**src/rtl/kfv4_pkg.sv**
```systemverilog
package kfv4_pkg;

	localparam logic [1:0] OP_SET = 2'd0;
	localparam logic [1:0] OP_START = 2'd1;
	localparam logic [1:0] OP_EVAL = 2'd2;
	localparam logic [1:0] OP_NONE = 2'd3;

	localparam logic [1:0] ST_OK = 2'd0;
	localparam logic [1:0] ST_REJECT = 2'd1;
	localparam logic [1:0] ST_SAT = 2'd2;

	localparam logic [16:0] STEP_ONE = 17'd65536;
	localparam logic signed [15:0] VAL_ONE = 16'sd4096;

	typedef struct packed {
		logic [1:0] operation;
		logic [16:0] position;
		logic signed [15:0] value_x;
		logic signed [15:0] value_y;
		logic signed [15:0] value_z;
		logic signed [15:0] value_w;
	} in_item_t;

	typedef struct packed {
		logic signed [15:0] out_x;
		logic signed [15:0] out_y;
		logic signed [15:0] out_z;
		logic signed [15:0] out_w;
		logic [1:0] status;
	} out_item_t;

	typedef struct packed {
		logic start;
		logic signed [33:0] num;
		logic [16:0] den;
	} div_req_t;

	typedef struct packed {
		logic busy;
		logic done;
		logic signed [33:0] quo;
	} div_rsp_t;

endpackage

```
**src/rtl/kfv4_divider.sv**
```systemverilog
module kfv4_divider (
	input logic clk,
	input logic arst_n,
	input kfv4_pkg::div_req_t req,
	output kfv4_pkg::div_rsp_t rsp
);

	logic [33:0] rem_q;
	logic [33:0] quo_q;
	logic [16:0] den_q;
	logic neg_q;
	logic [5:0] cnt_q;
	logic busy_q;
	logic done_q;
	logic [33:0] mag;
	logic [17:0] trial;
	logic [33:0] part;

	assign mag = req.num[33] ? 34'(-req.num) : 34'(req.num);
	assign part = {rem_q[32:0], quo_q[33]};
	assign trial = {1'b0, den_q};

	always_ff @(posedge clk or negedge arst_n) begin
		if (!arst_n) begin
			busy_q <= 1'b0;
			done_q <= 1'b0;
			cnt_q <= '0;
		end else begin
			done_q <= 1'b0;
			if (req.start) begin
				busy_q <= 1'b1;
				cnt_q <= 6'd34;
			end else if (busy_q) begin
				cnt_q <= cnt_q - 6'd1;
				if (cnt_q == 6'd1) begin
					busy_q <= 1'b0;
					done_q <= 1'b1;
				end
			end
		end
	end

	always_ff @(posedge clk) begin
		if (req.start) begin
			rem_q <= '0;
			quo_q <= mag;
			den_q <= req.den;
			neg_q <= req.num[33];
		end else if (busy_q) begin
			if (part >= {16'd0, trial}) begin
				rem_q <= part - {16'd0, trial};
				quo_q <= {quo_q[32:0], 1'b1};
			end else begin
				rem_q <= part;
				quo_q <= {quo_q[32:0], 1'b0};
			end
		end
	end

	assign rsp.busy = busy_q;
	assign rsp.done = done_q;
	assign rsp.quo = neg_q ? 34'(-quo_q) : quo_q;

endmodule

```
**config.mk**
```make
export PLATFORM = sky130hd
export DESIGN_NAME = kfv4_divider
export DESIGN_NICKNAME = d
export VERILOG_FILES = /design/src/rtl/kfv4_pkg.sv /design/src/rtl/kfv4_divider.sv
export SDC_FILE = /design/constraint.sdc
export NUM_CORES = 1
export LEC_CHECK = 0
export BUFFER_PORTS_ARGS = -buffer_cell sky130_fd_sc_hd__buf_2
export CORE_ASPECT_RATIO = 1.1
export CORE_MARGIN = 3
export CORE_UTILIZATION = 35
export CTS_CLUSTER_DIAMETER = 60
export DETAILED_ROUTE_END_ITERATION = 8
export GPL_TIMING_DRIVEN = 0
export PLACE_DENSITY_LB_ADDON = 0.08
export SYNTH_ARGS = -nofsm -noshare
export SYNTH_HDL_FRONTEND = slang
export SYNTH_SLANG_ARGS = --single-unit
```
**constraint.sdc**
```tcl
create_clock -name clk -period 3.8 [get_ports clk]
set_input_delay 0.38 -clock clk [delete_from_list [all_inputs] [get_ports clk]]
set_output_delay 0.38 -clock clk [all_outputs]
set_load 0.02 [all_outputs]
```
==> flow_summary.yaml <==
status:
  status: "finished, final reports clean"
layout:
  layout.nets: 863
  layout-drive-gt1-share_pct: 18.8
  final_cells: 1026
  area_delta_synth_final_pct: 19.2
  fill_cells: 1711
  antenna_cells: 0
routing:
  drc_errors: 0
  dr.first_iter.drc_count: 327
  wl_per_cell_um: 17.2
  num_vias: 5441
  first_pass_iters: 4
  vias_per_cell: 5.30
  routed_wl_mm: 17.7
  ant_nets: 0
hold_path:
  hp-start: "req[16]"
  min_path_type: "in2reg"
  hold_depth: 1
  min_to: "den_q[16]"
sta:
  finalClockSkew_ps: 4.87
  hold_violations: 0
  fin_crit_sh_pct: 98.3
  max_slew_margin_pct: 34.7
  rsz0062_at_grt: "yes"
  final-setup-viol-count: 0
  period_needed_ps: 3740
  tightest_slew_ps: 972
  whs_ps: 198
  setup_ws_ps: 63.7
  fmax_mhz: 268
  slew_violations: 0
pwr:
  ir_drop_mv: 0.250
  p_total_w: 0.00446
  pwr_density_cell_nw_per_um2: 606
  power_leakage_nw: 3.00
clock_tree:
  cts.path.max_buffers: 2
  clk_latency_ps: 350
  htreeDepth: 3
  cts-root-buf: "clkbuf_16"
  cts_tree: "yes"
  cts_buffers: 9
  path_clk_slew_ps: 60
  clock_sinks: 93
floorplanning:
  rows: 50
  coreArea_um2: 17200
  die-height_um: 145
  die_w_um: 133
  die_area_um2: 19300
  ioPinCount: 90
  initial_core_util_pct: 36.0
logic_synthesis:
  ys_seq_area_share_pct: 39.2
  syn-num-nets: 755
  syn_area_um2: 6190
  synth_seq_cells: 93
  syn_area_per_cell_um2: 9.11
  yosys_warnings: 0
  synth_flop_cell: "edfxtp_1"
  synth_edf_count: 52
  ys_types: 62
  async_flop_share_pct: 8.60
  syn_inst: 679
setup_path:
  cp_data_required_time_ps: 3420
  crit_type: "reg2out"
  startpoint_type: "flip-flop"
  startpoint: "quo_q[13]"
  rr_worst_depth: 11
  worst-path-max-fanout: 5
  reg2reg_from: "quo_q[33]"
  endpoint_kind: "output pin"
  reg2reg_setup_slack_ps: 240
  worstPathArrival_ps: 3360
  r2r_end: "rem_q[32]"
global_route:
  grt_first_pass_wirelength_mm: 28.0
  antenna_found_initial: 0
  grt_max_degree: 36
  grt_overflow: 0
  grt_pass1_vias: 5342
  grt_use_total_pct: 18.1
run:
  maxCapViolCount: 0
place:
  dpl.hpwl_mm: 13.1
  pre_cts_ws_ps: 14.8
  gp_congestion: 0.851
  portBuffers: 89
  dp_cells: 1002
area by class of cell:
cell class | count | area [um^2] | share of cell area [%]
Tap cell | 234 | 293 | 3.97
Buffer | 31 | 138 | 1.87
Inverter | 32 | 120 | 1.63
Multi-Input combinational cell | 523 | 3540 | 48.1
Sequential cell | 93 | 2420 | 32.9
Timing Repair Buffer | 97 | 513 | 6.96
Clock buffer | 12 | 246 | 3.34
Clock inverter | 4 | 95.1 | 1.29
cell usage after synthesis, drive strengths merged (9+ instances only):
cell	instances	area share, %
mux2i	12	1.9
dfxtp	33	11
xnor2	48	6.8
a21oi	41	3.4
nor2	68	4.1
nor4	9	1.0
nand2b	10	1.0
inv	32	1.9
nor3	13	1.1
or4	12	1.6
clkbuf	22	1.3
o31ai	18	2.6
edfxtp	52	25
o21ai	45	3.6
or3	15	1.7
a21o	10	1.2
xor2	44	6.2
nand2	54	3.4
buf	9	0.89
ha	21	4.2
a211oi	17	2.1
nand3	14	1.1
logic make-up after synthesis:
kind of cell / after synthesis / share of synthesized area [%]
and+or+nand+nor: 223 / 18.1
AOI/OAI and AO/OA: 167 / 17.8
DFF: 93 / 39.2
xor gates and xnor gates: 92 / 13.0
buffers and inverters: 63 / 4.17
adders and majority gates: 22 / 4.57
muxes: 19 / 3.22
critical path, cell delays in order (launching register included):
cell,delay [ps]
edfxtp_1,410
or3_4,420
or4_4,420
or2_4,270
or4_4,470
or3_4,390
o31ai_4,290
xnor2_2,150
buf_4,170
routing by layer:
metal,track usage (%),share of wire [%],vias up
li1,-,-,2676
met1,22.3,43,2562
met5,0,0,-
met2,31.2,49,168
met4,7.85,2.9,0
met3,2.90,5.1,35
through the flow:
step	cell area, um^2	TNS, ps	util (%)
6_report	7370	0	42.9
5_1_grt	7370	-85.6	42.9
4_1_cts	7300	0	42.4
3_5_place_dp	6930	0	40.3
3_3_place_gp	6930	0	40.3
2_1_floorplan	6190	0	-
state kept, by name, indices dropped and copies added, names as in the netlist:
signal and cells:
neg_q 1, done_q 1, quo_q 34, cnt_q 6
busy_q 1, rem_q 33, den_q 17
cells in the final DEF, fill, tap and decap left out, types with 14 or more instances in the layout:
cell	instances
o31ai_1	16
o21ai_0	45
xnor2_1	47
nor2_1	68
a21oi_1	40
edfxtp_1	52
a211oi_1	16
ha_1	21
buf_2	89
dfxtp_1	33
nand3_1	14
clkbuf_1	24
inv_1	31
nand2_1	52
xor2_1	44
power breakdown:
part           internal (W)  switching, W
clock network      0.000661      0.000397
logic              0.000820       0.00106
registers           0.00130      0.000231
total               0.00278       0.00169
what timing repair did:
item / 4_1_cts / 5_1_grt
gates resized for setup: 3 / 6
endpoints found under the setup margin: 4 / 6
hold buffers: 1 / 0
endpoints found under the hold margin: 8 / 0
setup buffers: 1 / 6
pin swaps: 0 / 2
how the worst max path moves through the flow:
stage,to,slack [ps]
final,rsp[33],60
after global routing,rsp[33],-40
after global placement,rem_q[32],50
after floorplan,rsp[31],700
after CTS,rsp[33],10
after detailed placement,rem_q[32],10
Note: power is estimated with default switching activity, not from simulation.
